$ cat src/rtl/core/edge_interrupt_line_controller_core_defines.svh
// assertion macros for the edge interrupt line controller core
// needs clk and rst_n in the scope of the module that uses them
`ifndef EDGE_INTERRUPT_LINE_CONTROLLER_CORE_DEFINES_SVH
`define EDGE_INTERRUPT_LINE_CONTROLLER_CORE_DEFINES_SVH

// antecedent holds in a cycle, consequent holds in the same cycle
`define EILC_ASSERT_SAME(label, ante, cons) \
  label: assert property (@(posedge clk) disable iff (!rst_n) (ante) |-> (cons)) \
    else $error("eilc assertion failed");

// antecedent holds in a cycle, consequent holds in the next cycle
`define EILC_ASSERT_NEXT(label, ante, cons) \
  label: assert property (@(posedge clk) disable iff (!rst_n) (ante) |=> (cons)) \
    else $error("eilc assertion failed");

`endif

$ cat src/rtl/core/eilc_pkg.sv
// shared types, constants and helper functions of the interrupt line controller
// no dependencies
package eilc_pkg;

  // line count and field widths
  localparam int LINE_COUNT = 20;
  localparam int FIELD_W    = 20;
  localparam int IRQ_W      = 11;
  localparam int OP_W       = 2;
  localparam int CFG_IDX_W  = 2;

  // lines at or above LINE_COUNT never take part
  localparam logic [FIELD_W-1:0] LIVE_MASK = (LINE_COUNT >= FIELD_W) ? {FIELD_W{1'b1}} :
    FIELD_W'((64'd1 << LINE_COUNT) - 64'd1);

  // operation codes
  localparam logic [OP_W-1:0] OP_SAMPLE  = 2'd0;
  localparam logic [OP_W-1:0] OP_CLEAR   = 2'd1;
  localparam logic [OP_W-1:0] OP_TRIGGER = 2'd2;
  localparam logic [OP_W-1:0] OP_READ    = 2'd3;

  // configuration register indexes
  localparam logic [CFG_IDX_W-1:0] REG_LINE_ENABLE    = 2'd0;
  localparam logic [CFG_IDX_W-1:0] REG_RISING_SELECT  = 2'd1;
  localparam logic [CFG_IDX_W-1:0] REG_FALLING_SELECT = 2'd2;

  // one input beat
  typedef struct packed {
    logic [OP_W-1:0]    op;
    logic [FIELD_W-1:0] line_levels;
    logic [FIELD_W-1:0] line_mask;
  } in_beat_t;

  // one result beat
  typedef struct packed {
    logic [FIELD_W-1:0] pending_flags;
    logic [IRQ_W-1:0]   irq_requests;
  } res_beat_t;

  // fold per-line requests into the grouped request vector
  function automatic logic [IRQ_W-1:0] group_requests(input logic [FIELD_W-1:0] req);
    logic [IRQ_W-1:0] g;
    g[4:0]  = req[4:0];
    g[5]    = |req[9:5];
    g[6]    = |req[15:10];
    g[10:7] = req[19:16];
    return g;
  endfunction

endpackage

$ cat src/rtl/core/eilc_line_state.sv
// configuration masks, line level and pending registers, per-beat update
// depends on eilc_pkg
module eilc_line_state (
  input  logic                                 clk,
  input  logic                                 rst_n,
  input  logic                                 cfg_we,
  input  logic [eilc_pkg::CFG_IDX_W-1:0]       cfg_index,
  input  logic [eilc_pkg::FIELD_W-1:0]         cfg_wdata,
  input  logic                                 beat_accept,
  input  eilc_pkg::in_beat_t                   beat_in,
  output eilc_pkg::res_beat_t                  res_out
);
  import eilc_pkg::*;

  logic [FIELD_W-1:0] line_enable_r;
  logic [FIELD_W-1:0] rising_select_r;
  logic [FIELD_W-1:0] falling_select_r;
  logic [FIELD_W-1:0] previous_levels_r;
  logic [FIELD_W-1:0] previous_levels_nxt;
  logic [FIELD_W-1:0] pending_r;
  logic [FIELD_W-1:0] pending_nxt;
  logic [FIELD_W-1:0] levels;
  logic [FIELD_W-1:0] mask;
  logic [FIELD_W-1:0] en;
  logic [FIELD_W-1:0] hit;
  logic [FIELD_W-1:0] cfg_value;

  // configuration writes, dead lines dropped
  assign cfg_value = cfg_wdata & LIVE_MASK;

  always_ff @(posedge clk) begin
    if (!rst_n) begin
      line_enable_r    <= '0;
      rising_select_r  <= '0;
      falling_select_r <= '0;
    end else if (cfg_we) begin
      unique case (cfg_index)
        REG_LINE_ENABLE:    line_enable_r    <= cfg_value;
        REG_RISING_SELECT:  rising_select_r  <= cfg_value;
        REG_FALLING_SELECT: falling_select_r <= cfg_value;
        default: ;
      endcase
    end
  end

  // edge detect against the last sample
  assign levels = beat_in.line_levels & LIVE_MASK;
  assign mask   = beat_in.line_mask & LIVE_MASK;
  assign en     = line_enable_r & LIVE_MASK;
  assign hit    = ((levels & ~previous_levels_r & rising_select_r) |
                   (~levels & previous_levels_r & falling_select_r)) & en;

  // next pending and level state per operation
  always_comb begin
    previous_levels_nxt = previous_levels_r;
    pending_nxt         = pending_r;
    unique case (beat_in.op)
      OP_SAMPLE: begin
        pending_nxt         = pending_r | hit;
        previous_levels_nxt = levels;
      end
      OP_CLEAR:   pending_nxt = pending_r & ~mask;
      OP_TRIGGER: pending_nxt = pending_r | (mask & en);
      OP_READ:    pending_nxt = pending_r;
      default:    pending_nxt = pending_r;
    endcase
    pending_nxt = pending_nxt & LIVE_MASK;
  end

  always_ff @(posedge clk) begin
    if (!rst_n) begin
      previous_levels_r <= '0;
      pending_r         <= '0;
    end else if (beat_accept) begin
      previous_levels_r <= previous_levels_nxt;
      pending_r         <= pending_nxt;
    end
  end

  // result of the beat being accepted
  assign res_out.pending_flags = pending_nxt;
  assign res_out.irq_requests  = group_requests(pending_nxt & en);

endmodule

$ cat src/rtl/core/eilc_out_buf.sv
// two-entry result buffer: output register plus skid register
// depends on eilc_pkg
module eilc_out_buf (
  input  logic                clk,
  input  logic                rst_n,
  input  logic                push,
  input  eilc_pkg::res_beat_t push_data,
  output logic                can_push,
  output logic                out_valid,
  input  logic                out_ready,
  output eilc_pkg::res_beat_t out_data
);
  import eilc_pkg::*;

  logic      out_valid_r;
  logic      skid_valid_r;
  res_beat_t out_data_r;
  res_beat_t skid_data_r;
  logic      pop;

  assign pop      = out_valid_r & out_ready;
  assign can_push = ~skid_valid_r;

  // control: occupancy of the two entries
  always_ff @(posedge clk) begin
    if (!rst_n) begin
      out_valid_r  <= 1'b0;
      skid_valid_r <= 1'b0;
    end else begin
      if (pop) begin
        out_valid_r  <= skid_valid_r | push;
        skid_valid_r <= skid_valid_r & push;
      end else if (push) begin
        out_valid_r  <= 1'b1;
        skid_valid_r <= out_valid_r;
      end
    end
  end

  // payload: oldest beat always sits in the output register
  always_ff @(posedge clk) begin
    if (pop) begin
      if (skid_valid_r) begin
        out_data_r <= skid_data_r;
        if (push) begin
          skid_data_r <= push_data;
        end
      end else if (push) begin
        out_data_r <= push_data;
      end
    end else if (push) begin
      if (out_valid_r) begin
        skid_data_r <= push_data;
      end else begin
        out_data_r <= push_data;
      end
    end
  end

  assign out_valid = out_valid_r;
  assign out_data  = out_data_r;

endmodule

$ cat src/rtl/core/edge_interrupt_line_controller_core.sv
// Edge interrupt line controller, 20 lines. Each input beat is a level sample,
// a write-one-to-clear, a software trigger or a read, and yields exactly one
// result beat with the pending flags and the grouped request vector. The core
// takes one beat per clock: the pending update is a single pass of logic on
// the accepted beat, and the result is registered in the output buffer on
// acceptance. A two-entry output buffer keeps input ready high while one
// result waits; input stalls only when two results are queued.
// Depends on eilc_pkg, eilc_line_state, eilc_out_buf and the assertion header.
`include "edge_interrupt_line_controller_core_defines.svh"

module edge_interrupt_line_controller_core (
  input  logic                             clk,
  input  logic                             rst_n,
  input  logic                             cfg_we,
  input  logic [eilc_pkg::CFG_IDX_W-1:0]   cfg_index,
  input  logic [eilc_pkg::FIELD_W-1:0]     cfg_wdata,
  input  logic                             in_valid,
  output logic                             in_ready,
  input  logic [eilc_pkg::OP_W-1:0]        in_op,
  input  logic [eilc_pkg::FIELD_W-1:0]     in_line_levels,
  input  logic [eilc_pkg::FIELD_W-1:0]     in_line_mask,
  output logic                             out_valid,
  input  logic                             out_ready,
  output logic [eilc_pkg::FIELD_W-1:0]     out_pending_flags,
  output logic [eilc_pkg::IRQ_W-1:0]       out_irq_requests
);
  import eilc_pkg::*;

  in_beat_t  beat_in;
  res_beat_t res_beat;
  res_beat_t out_beat;
  logic      accept;

  assign beat_in.op          = in_op;
  assign beat_in.line_levels = in_line_levels;
  assign beat_in.line_mask   = in_line_mask;
  assign accept              = in_valid & in_ready;

  // pending state and per-beat update
  eilc_line_state u_state (
    .clk         (clk),
    .rst_n       (rst_n),
    .cfg_we      (cfg_we),
    .cfg_index   (cfg_index),
    .cfg_wdata   (cfg_wdata),
    .beat_accept (accept),
    .beat_in     (beat_in),
    .res_out     (res_beat)
  );

  // result buffering
  eilc_out_buf u_out (
    .clk       (clk),
    .rst_n     (rst_n),
    .push      (accept),
    .push_data (res_beat),
    .can_push  (in_ready),
    .out_valid (out_valid),
    .out_ready (out_ready),
    .out_data  (out_beat)
  );

  assign out_pending_flags = out_beat.pending_flags;
  assign out_irq_requests  = out_beat.irq_requests;

  // checks
  `EILC_ASSERT_NEXT(a_accept_gives_result, accept, out_valid)
  `EILC_ASSERT_SAME(a_stall_only_when_full, !in_ready, out_valid)
  `EILC_ASSERT_SAME(a_req_needs_pending, out_valid,
                    (out_irq_requests[4:0] & ~out_pending_flags[4:0]) == 5'd0)
  `EILC_ASSERT_SAME(a_group_req_needs_pending, out_valid && out_irq_requests[5],
                    out_pending_flags[9:5] != 5'd0)

endmodule

$ cat config.mk
export PLATFORM = sky130hd
export DESIGN_NAME = edge_interrupt_line_controller_core
export DESIGN_NICKNAME = d
export VERILOG_FILES = /design/src/rtl/core/eilc_pkg.sv /design/src/rtl/core/eilc_line_state.sv /design/src/rtl/core/eilc_out_buf.sv /design/src/rtl/core/edge_interrupt_line_controller_core.sv
export VERILOG_INCLUDE_DIRS = /design/src /design/src/rtl/core
export SDC_FILE = /design/constraint.sdc
export NUM_CORES = 1
export LEC_CHECK = 0
export BUFFER_PORTS_ARGS = -buffer_cell sky130_fd_sc_hd__buf_2
export CAP_MARGIN = 15
export CORE_MARGIN = 2
export CORE_UTILIZATION = 40
export DETAILED_ROUTE_END_ITERATION = 16
export GPL_TIMING_DRIVEN = 0
export PLACE_DENSITY = 0.69
export SLEW_MARGIN = 20
export SYNTH_ARGS = -nofsm -noshare
export SYNTH_HDL_FRONTEND = slang
export SYNTH_SLANG_ARGS = --single-unit
$ cat constraint.sdc
create_clock -name clk -period 4.43 [get_ports clk]
set_input_delay 0.6645 -clock clk [delete_from_list [all_inputs] [get_ports clk]]
set_output_delay 0.6645 -clock clk [all_outputs]
set_load 0.05 [all_outputs]
==> flow_metrics.py, run 1 <==
metrics = {
    "finish": {
        "seq_area_sq_um": 3900,
        "final_nets": 966,
        "areaGrowthSynthToFinish_pct": 21.5,
        "fillCellCount": 1616,
        "multi_input_area_sq_um": 2870,
        "drive_above_1_share_pct": 19.9,
    },
    "floorplan": {
        "die_x_um": 137,
        "start_util_pct": 40.8,
        "rows": 48,
        "die_area_sq_um": 18700,
        "coreArea_sq_um": 17200,
        "ios": 102,
        "fp.dieH_um": 137,
    },
    "yosys": {
        "ys_warn_count": 0,
        "yosys.area.top_type_share_pct": 29.0,
        "ys_seq_elements": 164,
        "syn_avg_cell_area_sq_um": 9.11,
        "postSynthCellCount": 772,
        "synth_top_flop_cell": "dfxtp_1",
        "synthesis.nets": 841,
        "synth_edf_count": 62,
        "synth-async-reset-ratio_pct": 0,
        "synth_area_leader_cell": "dfxtp_1",
        "syn_area_sq_um": 7030,
        "ys_seq_area_share_pct": 55.5,
        "netlist-cell-type-count": 38,
        "synth.top_cells.by_area": "dfxtp_1 (29%), edfxtp_1 (26%), nand2_1 (12%)",
    },
    "critical_path": {
        "startpoint": "u_out.skid_valid_r",
        "cp-end-kind": "flip-flop",
        "r2r-end": "u_out.skid_data_r[26]",
        "critPathMaxFanout": 10,
        "crit_path_top_delay_cell": "nor3b_2",
        "critPathLaunchType": "flip-flop",
        "crit_buf_inv": 3,
        "arrival_ns": 2.10,
        "crit_required_ns": 4.56,
        "cpPeakStageDelay_ns": 0.59,
        "worst-path-stages": 5,
        "endpoint": "u_out.skid_data_r[26]",
        "critPathTopFamily": "simple AND/OR/NAND/NOR gates",
        "r2r_slack_ns": 2.46,
        "rr_worst_depth": 5,
        "r2r-start": "u_out.skid_valid_r",
        "cp_cell_sequence": "inv_2 -> nand2_1 -> nor3b_2 -> buf_6 -> buf_4",
        "path_class": "flip-flop to flip-flop",
    },
    "clock_tree": {
        "clk_latency_ns": 0.43,
        "cts_max_path_buffers": 2,
        "clock_sinks": 164,
        "clkSlewWorstSetupHoldPaths_ns": 0.06,
        "root_buffer": "clkbuf_16",
        "cts_tree": "done",
        "cts_inserted_buffers": 17,
        "cts_max_level": 4,
        "cts_resized": 0,
        "cts_hold_buf": 0,
        "postCtsSetupRepairBufs": 0,
    },
    "power_and_ir_drop": {
        "max-vdd-ir-drop_uv": 287,
        "power_density_nw_per_um2": 421,
        "leakage_nw": 3.29,
    },
    "drt": {
        "antenna_left": 0,
        "first_pass_iters": 5,
        "vias": 5813,
        "viasPerCell": 5.12,
        "wirelength_um": 17600,
        "drc_errors": 0,
        "drt_iter0_drc": 428,
        "routedWlPerCell_um": 15.5,
    },
    "place": {
        "dpl.hpwl_um": 13000,
        "dp_slack_ns": 2.13,
        "gp_congestion": 0.873,
        "portBuffers": 101,
    },
    "global_route": {
        "grt_usage_pct": 19.3,
        "overflow": 0,
        "grt_pass1_vias": 5224,
        "antenna_found_initial": 2,
        "grt_pass1_wl_um": 27400,
        "grt_max_degree": 17,
    },
    "timing": {
        "skew_ns": 0.0107,
        "slew_headroom_pct": 56.7,
        "setup_viol": 0,
        "hold_viol": 0,
        "setup_ws_ns": 2.46,
        "fmax_ghz": 0.508,
        "holdWs_ns": 0.453,
        "slew_violations": 0,
        "tightest_slew_ns": 0.647,
        "period_share_pct": 44.4,
        "period_minus_slack_ns": 1.97,
        "rsz0062_at_grt": "no",
    },
    "worst_hold_path": {
        "hold-path-cell-count": 2,
        "worstHoldPathType": "flip-flop to flip-flop",
    },
    "flow_run": {
        "maxCapViolCount": 0,
    },
    "run_status": {
        "status": "finished, final reports clean",
    },
}
[how the worst min path moves through the flow]
| stage | slack (ns) | endpoint | from |
|---|---|---|---|
| after floorplan | 0.44 | u_state.falling_select_r[8] | u_state.falling_select_r[8] |
| after global placement | 0.44 | u_state.rising_select_r[17] | u_state.rising_select_r[17] |
| after detailed placement | 0.45 | u_state.rising_select_r[17] | u_state.rising_select_r[17] |
| after CTS | 0.46 | u_state.rising_select_r[17] | u_state.rising_select_r[17] |
| after global routing | 0.47 | u_state.falling_select_r[16] | u_state.falling_select_r[16] |
| final | 0.45 | u_state.rising_select_r[17] | u_state.rising_select_r[17] |
[synthesized netlist by cell type, types with 17 or more instances]
library cell,instances
dfxtp_1,102
inv_1,23
a21oi_1,84
nand3b_1,23
and2_1,18
edfxtp_1,62
nand2b_1,20
a21o_1,17
clkbuf_1,25
a31oi_1,20
o21ai_0,49
nand2_1,227
[where the power goes]
part           switching [W]  internal [W]  total [W]
logic               0.000223     0.0000898   0.000312
registers          0.0000231       0.00161    0.00163
clock network       0.000594       0.00106    0.00165
[cell families (layout without fill, tap and decap cells)]
| logic type | Yosys count | in the layout | synth area share (%) |
|---|---|---|---|
| compound gates | 226 | 226 | 19.6 |
| flops | 164 | 164 | 55.5 |
| simple gates | 306 | 306 | 19.6 |
| mux | 9 | 9 | 1.44 |
| buf+inv | 67 | 205 | 3.86 |
| other cells | 0 | 1 | 0 |
[placed cells by master, fill, tap and decap left out, types with 3 or more instances in the layout]
cell type / instances
nand2_1: 227
buf_2: 111
a31o_2: 10
o21ai_1: 4
clkbuf_1: 27
buf_4: 4
o2111ai_1: 9
buf_1: 4
nor2_1: 3
a21o_1: 17
nand2b_1: 20
mux2_2: 9
clkinvlp_4: 3
nand3b_1: 23
buf_6: 3
dfxtp_1: 102
inv_2: 3
edfxtp_1: 62
o21ai_0: 49
a31oi_1: 20
and2_1: 18
inv_1: 23
bufinv_16: 6
o211ai_1: 11
clkbuf_16: 17
a21oi_2: 8
a21oi_1: 84
a22o_1: 9
[flip-flops by register name, indices dropped and copies added, names as in the netlist]
register                   flops
u_state.en                    20
u_state.rising_select_r       20
u_state.pending_r             20
u_state.previous_levels_r     20
u_out.skid_valid_r             1
u_out.skid_data_r             31
u_state.falling_select_r      20
u_out.out_valid                1
u_out.out_data                31
[layer usage]
metal,GRT usage [%],vias up,part of all wire (%),routed length (um)
met1,26.3,2675,46,8160
met3,4.85,21,6.4,1130
met4,5.44,2,1.4,245
met5,0,-,0.062,11
met2,30.6,175,46,8080
li1,-,2940,-,-
[per-stage QoR]
step                TNS (ns)  instances  area, sq um  total power (W)  utilization (%)
floorplan                  0        772         7030          0.00186                -
global placement       -8.61       1098         7820          0.00197             45.4
detailed placement         0       1103         7880          0.00198             45.7
CTS                        0       1135         8540          0.00361             49.5
global route               0       1135         8540          0.00370             49.5
finish                     0       1136         8540          0.00360             49.6
[worst register-to-register path: cells and delay by family, from the launching register on]
family / cells / cell delay [ns]
AND/OR/NAND/NOR: 2 / 0.76
buffers and inverters: 3 / 0.54
flip-flops: 1 / 0.37
[final cells by class]
| class | count | area share (%) |
|---|---|---|
| flip-flops and latches | 164 | 45.7 |
| multi-input cells | 541 | 33.5 |
| repair buffers | 106 | 6.49 |
| clock buffers | 19 | 5.07 |
| well taps | 225 | 3.30 |
| clock inverters | 13 | 2.70 |
| plain buffers | 41 | 2.04 |
| inverters | 26 | 1.14 |
| diodes | 1 | 0.0293 |
No activity file was read; power rests on OpenSTA's default activity.
==> inputs of run 2 (changes only) <==
- clock period: 4.43 -> 1.9 ns (I/O delays scaled with it)
==> run 2 against run 1 <==
Against the previous run:
- sequential share of layout area is 0.43 points higher
- first-iteration DRC count is 10% higher
- sequential power grew 130%
- combinational power up 140%
- final area down 0.73%
- flip-flop and latch count unchanged
- register-to-register slack got worse by 2.2 ns
==> flow_metrics.py, run 2 (synthesis results as in run 1) <==
metrics = {
    "floorplan": {
        "coreArea_sq_um": 17200,
        "rows": 48,
        "ios": 102,
        "start_util_pct": 40.8,
        "die_x_um": 137,
        "die_area_sq_um": 18700,
        "fp.dieH_um": 137,
    },
    "drt": {
        "wirelength_um": 17700,
        "routedWlPerCell_um": 15.6,
        "antenna_left": 0,
        "first_pass_iters": 5,
        "viasPerCell": 5.15,
        "vias": 5844,
        "drt_iter0_drc": 472,
        "drc_errors": 0,
    },
    "power_and_ir_drop": {
        "internal-power_w": 0.00600,
        "swShare_pct": 24.3,
        "p_clk_share_pct": 42.7,
        "max-vdd-ir-drop_uv": 699,
        "power_density_nw_per_um2": 936,
        "leakage_nw": 3.27,
        "p_switching_w": 0.00193,
        "combinationalPowerShare_pct": 9.3,
        "seqPwrFrac_pct": 48.0,
    },
    "clock_tree": {
        "cts_inserted_buffers": 17,
        "cts_max_level": 4,
        "cts_max_path_buffers": 2,
        "clk_latency_ns": 0.43,
        "root_buffer": "clkbuf_16",
        "clkSlewWorstSetupHoldPaths_ns": 0.06,
        "cts_tree": "done",
        "cts_resized": 0,
        "clock_sinks": 164,
        "postCtsSetupRepairBufs": 0,
        "cts_hold_buf": 0,
    },
    "critical_path": {
        "arrival_ns": 1.84,
        "critPathTopFamily": "buffers and inverters",
        "cpPeakStageDelay_ns": 0.46,
        "critPathMaxFanout": 10,
        "crit_required_ns": 2.08,
        "crit_buf_inv": 1,
        "cp-end-kind": "flip-flop",
        "cp_cell_sequence": "nand3_1 -> buf_1 -> mux2_2",
        "critPathLaunchType": "flip-flop",
        "crit_path_top_delay_cell": "buf_1",
        "path_class": "flip-flop to flip-flop",
    },
    "finish": {
        "most-common-layout-cells": "nand2_1 (226), buf_2 (111), dfxtp_1 (100)",
        "drive_above_1_share_pct": 19.9,
        "insertedDiodeCount": 0,
        "final_nets": 965,
        "final_common_cell": "nand2_1",
        "areaGrowthSynthToFinish_pct": 20.6,
        "final_util_pct": 49.2,
    },
    "global_route": {
        "grt_usage_pct": 19.3,
        "antenna_found_initial": 0,
        "grt_pass1_vias": 5111,
        "grt_pass1_wl_um": 27100,
        "grt_max_degree": 17,
        "overflow": 0,
    },
    "place": {
        "gp_congestion": 0.823,
        "portBuffers": 101,
        "dpl.hpwl_um": 13100,
    },
    "timing": {
        "hold_viol": 0,
        "period_share_pct": 87.3,
        "rsz0062_at_grt": "no",
        "fmax_ghz": 0.603,
        "slew_violations": 0,
        "period_minus_slack_ns": 1.66,
        "skew_ns": 0.00630,
        "slew_headroom_pct": 59.7,
        "setup_viol": 0,
        "tightest_slew_ns": 0.605,
        "holdWs_ns": 0.110,
    },
    "run_status": {
        "status": "finished, final reports clean",
    },
    "flow_run": {
        "maxCapViolCount": 0,
    },
    "worst_hold_path": {
        "worstHoldPathType": "primary input to flip-flop",
    },
}
## run 2: cell count changes in the layout (fill, tap and decap cells not counted), sizes merged
cell | previous run | this run
clkinv | 3 | 10
bufinv | 6 | 3
clkinvlp | 3 | 0
buf | 122 | 121
diode | 1 | 0
inv | 27 | 26
## run 2: worst paths after layout
kind	from	to	slack (ns)	cells past startpoint
setup reg to reg	u_out.out_valid	u_out.out_data[15]	0.24	3
hold reg to reg	u_state.rising_select_r[12]	u_state.rising_select_r[12]	0.46	2
hold / removal	in_line_levels[18]	u_state.previous_levels_r[18]	0.11	3
setup / recovery	u_out.out_valid	u_out.out_data[15]	0.24	3
## run 2: metrics by stage
stage	setup slack, ns	power, W	cells	TNS, ns	instance area [sq um]
global placement	-0.304	0.00460	1098	-14.95	7860
global route	0.107	0.00819	1134	0	8480
CTS	0.200	0.00797	1134	0	8480
floorplan	0.00685	0.00433	772	0	7070
finish	0.242	0.00794	1134	0	8480
detailed placement	0.0502	0.00462	1102	0	7910
## run 2: layer usage
metal	share of wire, %	track usage, %
met2	46	29.9
met5	0	0
met4	1.5	6.02
met1	47	26.2
met3	6.0	5.15
## run 2: power groups by stage
stage	registers [W]	clock network, W	logic [W]
3_5_place_dp	0.00388	0	0.000736
5_1_grt	0.00382	0.00357	0.000796
3_3_place_gp	0.00389	0	0.000714
2_1_floorplan	0.00404	0	0.000293
6_report	0.00381	0.00339	0.000735
4_1_cts	0.00381	0.00342	0.000738
## run 2: layout make-up
cell class	instances	area (sq um)
buffer	41	174
clock buffer	19	433
clock inverter	13	141
fill	1640	8760
inverter	26	105
multi-input combinational	541	2880
sequential	164	3910
tap	225	282
timing repair buffer	105	554
## run 2: worst register-to-register path, stage by stage, from the launching register on
cell     delay [ns]
dfxtp_4        0.37
nand3_1        0.17
buf_1          0.46
mux2_2         0.41
==> inputs of run 3 (changes only) <==
- ABC_CLOCK_PERIOD_IN_PS: not set -> 1800
- SLEW_MARGIN: 20 -> not set
- clock period: 1.9 -> 1.8 ns (I/O delays scaled with it)
==> run 3 against run 2 <==
Against the previous run:
- sequential share of layout area down 0.46 points
- sequential power rose by 5.5%
- combinational power increased by 6.4%
- cell count did not move
- setup slack lost 0.11 ns
- global-route usage barely moved
==> flow_metrics.py, run 3 (synthesis results as in run 1) <==
metrics = {
    "global_route": {
        "grt_pass1_wl_um": 27200,
        "use_met1_pct": 25.7,
        "grt_max_degree": 20,
        "antenna_found_initial": 0,
        "grt_use_met2_pct": 29.1,
        "grt_busiest_layer": "met2",
        "grt_pass1_vias": 5158,
        "grtUsageMet3_pct": 5.19,
        "grt_usage_pct": 19.3,
        "overflow": 0,
    },
    "place": {
        "gp_congestion": 0.868,
        "portBuffers": 101,
        "dp_slack_ns": -0.0402,
        "dpl.hpwl_um": 13000,
        "post-place-cells": 1100,
    },
    "drt": {
        "wirelength_um": 17600,
        "routedWlPerCell_um": 15.5,
        "first_pass_iters": 5,
        "vias": 5861,
        "drc_errors": 0,
        "drt_iter0_drc": 438,
        "antenna_left": 0,
        "viasPerCell": 5.17,
    },
    "timing": {
        "holdWs_ns": 0.0907,
        "slew_violations": 0,
        "setup_viol": 0,
        "rsz0062_at_grt": "no",
        "slew_headroom_pct": 58.3,
        "skew_ns": 0.0131,
        "period_minus_slack_ns": 1.67,
        "period_share_pct": 92.8,
        "setup_ws_ns": 0.130,
        "tightest_slew_ns": 0.624,
        "fmax_ghz": 0.599,
        "tns_ns": 0,
        "hold_viol": 0,
    },
    "finish": {
        "drive_above_1_share_pct": 20.2,
        "final_common_cell": "nand2_1",
        "seq_area_sq_um": 3910,
        "final_nets": 965,
        "fillCellCount": 1607,
        "final_cells": 1134,
        "multi_input_area_sq_um": 2890,
        "most-common-layout-cells": "nand2_1 (226), buf_2 (111), dfxtp_1 (100)",
        "areaGrowthSynthToFinish_pct": 21.8,
        "insertedDiodeCount": 0,
        "final_util_pct": 49.7,
    },
    "critical_path": {
        "cp_cell_sequence": "nand3_1 -> buf_1 -> mux2_2",
        "path_class": "flip-flop to flip-flop",
        "cp-end-kind": "flip-flop",
        "crit_path_top_delay_cell": "buf_1",
        "crit_required_ns": 1.98,
        "arrival_ns": 1.85,
        "critPathLaunchType": "flip-flop",
        "cpPeakStageDelay_ns": 0.46,
        "crit_buf_inv": 1,
        "critPathTopFamily": "buffers and inverters",
        "critPathMaxFanout": 10,
    },
    "clock_tree": {
        "cts_resized": 0,
        "cts_max_level": 4,
        "cts_hold_buf": 0,
        "cts_inserted_buffers": 17,
        "cts_max_path_buffers": 2,
        "cts_tree": "done",
        "clk_latency_ns": 0.43,
        "clock_sinks": 164,
        "root_buffer": "clkbuf_16",
        "clkSlewWorstSetupHoldPaths_ns": 0.06,
    },
    "floorplan": {
        "start_util_pct": 40.8,
        "die_x_um": 137,
        "coreArea_sq_um": 17200,
        "fp.dieH_um": 137,
        "die_area_sq_um": 18700,
        "rows": 48,
        "ios": 102,
    },
    "power_and_ir_drop": {
        "leakage_nw": 3.29,
        "max-vdd-ir-drop_uv": 724,
        "power_density_nw_per_um2": 1000,
    },
    "flow_run": {
        "maxCapViolCount": 0,
    },
    "worst_hold_path": {
        "worstHoldPathType": "primary input to flip-flop",
    },
    "run_status": {
        "status": "finished, final reports clean",
    },
}
run 3: changes by cell type in the layout (fill, tap and decap cells not counted), moves of 2 or more:
cell / delta
clkinvlp_4: +3
clkinv_1: -2
buf_6: -3
clkinv_2: -3
clkbuf_16: +2
run 3: path summary, 6_finish.rpt:
check	start	end	slack (ns)	cells after the start
worst min-delay path	in_line_levels[17]	u_state.previous_levels_r[17]	0.09	3
worst min register to register	u_state.falling_select_r[4]	u_state.falling_select_r[4]	0.45	2
worst max-delay path	u_out.out_valid	u_out.out_data[15]	0.13	3
worst max register to register	u_out.out_valid	u_out.out_data[15]	0.13	3
run 3: worst register-to-register path: cells and delay by family (launching register included):
kind / cells / cell delay (ns)
and+or+nand+nor: 1 / 0.18
buffers and inverters: 1 / 0.46
DFF: 1 / 0.37
muxes: 1 / 0.40
run 3: power breakdown:
| part | internal [W] | total (W) | switching (W) | leakage (nW) |
|---|---|---|---|---|
| clock network | 0.00234 | 0.00379 | 0.00145 | 0.302 |
| logic | 0.000229 | 0.000782 | 0.000553 | 1.51 |
| registers | 0.00396 | 0.00402 | 0.0000590 | 1.48 |
| total | 0.00653 | 0.00859 | 0.00206 | 3.29 |
run 3: metal layers:
metal | vias to the layer above | share of wire (%)
met4 | 0 | 2.4
met2 | 177 | 44
met3 | 34 | 7.0
li1 | 2947 | -
met5 | - | 0
met1 | 2703 | 46
run 3: final cells by class:
| type | count | area share (%) |
|---|---|---|
| buffer | 41 | 2.03 |
| tap | 225 | 3.29 |
| sequential | 164 | 45.7 |
| clock buffer | 20 | 5.60 |
| inverter | 26 | 1.23 |
| timing repair buffer | 105 | 6.72 |
| multi-input combinational | 541 | 33.7 |
| clock inverter | 12 | 1.75 |
run 3: stage by stage:
stage          power, W  cell area (sq um)
6_report        0.00859               8560
5_1_grt         0.00888               8560
4_1_cts         0.00865               8540
3_5_place_dp    0.00488               7910
3_3_place_gp    0.00486               7870
2_1_floorplan   0.00457               7080
run 3: repair_timing:
action,in CTS,in global routing
hold endpoints to repair,0,0
setup endpoints to repair,0,32
setup buffers,0,2
